==> src/rtl/alle_pkg.sv <==
`timescale 1ns / 1ps
// ----------------------------------------------------------------------------
// alle_pkg
// Shared sizes, command codes, status codes and the cell link and control types
// of the linked list engine.
// ----------------------------------------------------------------------------
package alle_pkg;

  localparam int SLOTS = 256;
  localparam int IDX_W = $clog2(SLOTS);
  localparam int CNT_W = $clog2(SLOTS + 1);
  localparam int CMD_W = 2;
  localparam int POS_W = 9;
  localparam int VAL_W = 32;
  localparam int ST_W  = 3;
  localparam int CMP_W = ((CNT_W > POS_W) ? CNT_W : POS_W) + 1;

  localparam logic [CMD_W-1:0] CMD_INSERT = 2'd0;
  localparam logic [CMD_W-1:0] CMD_DELETE = 2'd1;
  localparam logic [CMD_W-1:0] CMD_SEARCH = 2'd2;

  localparam logic [ST_W-1:0] ST_OK       = 3'd0;
  localparam logic [ST_W-1:0] ST_FULL     = 3'd1;
  localparam logic [ST_W-1:0] ST_EMPTY    = 3'd2;
  localparam logic [ST_W-1:0] ST_BADPOS   = 3'd3;
  localparam logic [ST_W-1:0] ST_NOTFOUND = 3'd4;

  // token handed from a cell to its right neighbor
  typedef struct packed {
    logic             tok;
    logic [VAL_W-1:0] carry;
  } tok_t;

  // broadcast from the controller to every cell
  typedef struct packed {
    logic             run;
    logic [CMD_W-1:0] op;
    logic             shift;
    logic             cont;
    logic [VAL_W-1:0] key;
  } ctrl_t;

endpackage

==> src/rtl/alle_cell.sv <==
`timescale 1ns / 1ps
// ----------------------------------------------------------------------------
// alle_cell
// One list node: holds one item, takes the token from the left neighbor,
// shifts items right on insert, pulls from the right neighbor on delete and
// compares against the key on search.
// ----------------------------------------------------------------------------
module alle_cell (
  input  logic                       clk,
  input  logic                       rst,
  input  alle_pkg::ctrl_t            ctrl,
  input  alle_pkg::tok_t             tin,
  input  logic [alle_pkg::VAL_W-1:0] right_data,
  output alle_pkg::tok_t             tout,
  output logic [alle_pkg::VAL_W-1:0] data,
  output logic                       hit
);

  logic active;
  logic ins_shift;
  logic del_shift;

  assign active    = ctrl.run & tin.tok;
  assign ins_shift = active & ctrl.shift & (ctrl.op == alle_pkg::CMD_INSERT);
  assign del_shift = active & ctrl.shift & (ctrl.op == alle_pkg::CMD_DELETE);
  assign hit       = active & (data == ctrl.key);

  always_ff @(posedge clk) begin
    if (rst) begin
      tout.tok <= 1'b0;
    end else begin
      tout.tok <= active & ctrl.cont;
    end
    tout.carry <= ins_shift ? data : tin.carry;
    if (ins_shift) begin
      data <= tin.carry;
    end else if (del_shift) begin
      data <= right_data;
    end
  end

endmodule

==> config.mk <==
export PLATFORM = sky130hd
export DESIGN_NAME = alle_cell
export DESIGN_NICKNAME = d
export VERILOG_FILES = /design/src/rtl/alle_pkg.sv /design/src/rtl/alle_cell.sv
export SDC_FILE = /design/constraint.sdc
export NUM_CORES = 1
export LEC_CHECK = 0
export ABC_CLOCK_PERIOD_IN_PS = 6700
export BUFFER_PORTS_ARGS = -buffer_cell sky130_fd_sc_hd__clkbuf_2
export CORE_MARGIN = 2
export CORE_UTILIZATION = 48
export DETAILED_ROUTE_END_ITERATION = 10
export PLACE_DENSITY = 0.86
export SYNTH_ARGS = -nofsm -noshare
export SYNTH_HDL_FRONTEND = slang
export SYNTH_SLANG_ARGS = --single-unit
export TNS_END_PERCENT = 5
==> constraint.sdc <==
create_clock -name clk -period 6.7 [get_ports clk]
set_clock_uncertainty 0.1 [all_clocks]
set_input_delay 1.005 -clock clk [delete_from_list [all_inputs] [get_ports clk]]
set_output_delay 1.005 -clock clk [all_outputs]
set_load 0.005 [all_outputs]
==> results.py <==
metrics = {
    "layout": {
        "fillers": 501,
        "num_antenna_cells": 0,
        "nets": 463,
        "area_growth_pct": 32.31,
        "drive_above_1_share": 0.6841,
        "mostFrequentLayoutCells": "clkbuf_2, mux2_4, dfxtp_1",
        "layout_commonest_cell": "clkbuf_2",
        "fin_area_um2": 4079,
    },
    "sta": {
        "drv_slew": 0,
        "max_freq_ghz": 0.2812,
        "fin_crit_sh": 0.5308,
        "slew_headroom": 0.5748,
        "setup_viol": 0,
        "final-hold-violation-count": 0,
        "grt_setup_unrepaired": "no",
        "setup_tns_ns": 0,
        "fin_crit_ns": 3.556,
        "whs_ns": 0.4459,
        "worstMarginPinSlew_ns": 0.6378,
    },
    "pwr": {
        "p_int_uw": 651.7,
        "p_switching_uw": 183.1,
        "pwr_density_cell_nw_per_um2": 204.7,
        "power_uw": 834.8,
        "p_sw_frac": 0.2193,
        "combPwrFrac": 0.130,
        "ir_drop_uv": 112.3,
        "p_leak_nw": 1.937,
        "power_frac_seq": 0.534,
        "p_clk_frac": 0.337,
    },
    "synth": {
        "syn_nets": 288,
        "synth.cell_area_um2": 3083,
        "synth_warnings": 0,
        "synth.distinct_cells": 17,
        "synth_async_sr_flop_share": 0,
        "ys_seq_elements": 65,
        "ys_seq_area_frac": 0.5260,
        "syn_inst": 184,
        "ys.flop_type": "dfxtp_1",
        "avgSynthCellArea_um2": 16.76,
        "synth_edf_count": 32,
    },
    "cts": {
        "post_cts_resized": 0,
        "cts_tree": "yes",
        "post-cts-setup-buffer-count": 0,
        "clk_latency_ns": 0.32,
        "root_buffer": "clkbuf_8",
        "clk_pin_slew_ns": 0.07,
        "htreeDepth": 3,
        "cts_hold_buf": 0,
        "clockBufferDepth": 2,
        "cts_buffers": 9,
        "clock_sinks": 65,
    },
    "floorplan": {
        "initial_utilization": 0.4911,
        "die_area_um2": 7080,
        "rows": 29,
        "core_area_um2": 6277,
        "io_pins": 170,
        "die_w_um": 84.14,
        "die_h_um": 84.14,
    },
    "placed_design": {
        "dpl.hpwl_um": 5079,
        "placed_area_um2": 3918,
        "place.gp.congestion": 0.8023,
        "portBuffers": 169,
    },
    "setup_path": {
        "path_cells": "clkbuf_2, nand2_1, nor3b_4, buf_4, and2b_4, buf_4, mux2_2",
        "start_kind": "input pin",
        "path_class": "in -> reg",
        "crit_top_cell": "buf_4",
        "path_max_fanout": 34,
        "cp_data_required_time_ns": 6.67,
        "critPathArrivalTime_ns": 3.53,
        "end_kind": "flip-flop",
        "slowest_stage": "and2b_4",
        "slowest_delay_ns": 0.65,
    },
    "detailed_routing": {
        "drc": 0,
        "routed_wl_um": 6553,
        "first_pass_iters": 4,
        "vias": 2069,
        "drtIter0Drc": 73,
        "wl_per_cell_um": 14.86,
        "ant_nets": 0,
        "vias_per_cell": 4.692,
    },
    "global_route": {
        "track_usage": 0.1824,
        "grt_pass1_wl_um": 9915,
        "antenna_found_initial": 0,
        "grt_max_degree": 35,
        "gr-total-overflow": 0,
        "grt_pass1_vias": 2078,
    },
    "hold_path": {
        "min_path_type": "reg -> reg",
    },
    "run_status": {
        "status": "finished clean",
    },
    "flow_run": {
        "cap_violations": 0,
    },
}
[path summary, 6_finish.rpt]
check	start	end	slack, ns	depth (start not counted)
setup / recovery	ctrl[36]	data[30]	3.14	7
setup reg to reg	data[5]	tout[5]	5.73	1
hold reg to reg	data[31]	tout[31]	0.45	1
hold / removal	data[31]	tout[31]	0.45	1
[final cells by class]
class	count	area [um^2]	share of cell area
tap	77	96.34	0.02362
timing repair buffer	171	860.8	0.2110
clock inverter	1	5.005	0.001227
multi-input combinational	112	1339	0.3282
clock buffer	15	156.4	0.03834
sequential	65	1622	0.3975
[synthesized netlist by cell type, types with 2 or more instances]
library cell  number  area (um^2)
buf_12             6        120.1
xnor2_1            4        35.03
nor4_1             6        37.54
nor3_1             2        10.01
xor2_1            28        245.2
dfxtp_1           33        660.6
mux2_2             4        45.04
edfxtp_1          32        960.9
mux2_4            60        900.9
nand4_1            2        12.51
[power by group through the flow]
stage          Sequential [mW]  Combinational, mW  Clock [mW]
3_3_place_gp             0.454              0.107           0
4_1_cts                  0.446              0.110       0.291
3_5_place_dp             0.454              0.109           0
2_1_floorplan            0.455             0.0516           0
5_1_grt                  0.447              0.118       0.310
6_report                 0.446              0.108       0.281
[cell families after synthesis]
| group | share of synthesized area |
|---|---|
| DFF | 0.5260 |
| and+or+nand+nor | 0.03369 |
| muxes | 0.3068 |
| buffers and inverters | 0.04261 |
| xor gates and xnor gates | 0.09091 |
[worst max-delay path: cells and delay by family]
family	cells	cell delay, ns
buffers and inverters	3	1.13
multiplexers	1	0.39
AND/OR/NAND/NOR	3	0.96
[registers in the layout, summed over array words and instances, names as in the netlist]
name / count
tout: 33
data: 32
[metrics by stage]
step / utilization / setup WS (ns) / instances
3_5_place_dp: 0.6241 / 2.825 / 425
6_report: 0.6498 / 3.144 / 441
3_3_place_gp: 0.6241 / 2.887 / 425
5_1_grt: 0.6498 / 3.041 / 441
4_1_cts: 0.6498 / 3.165 / 441
2_1_floorplan: - / 3.005 / 184
[per-layer routing]
layer	share of wire	routed length (um)	up-vias	GRT usage
met5	0	0	-	0
met4	0.014	91	0	0.08358
met3	0.077	503	8	0.05408
met2	0.49	3236	104	0.3009
met1	0.42	2722	940	0.2204
li1	-	-	1017	-
Power figures use the tool's default switching activity.
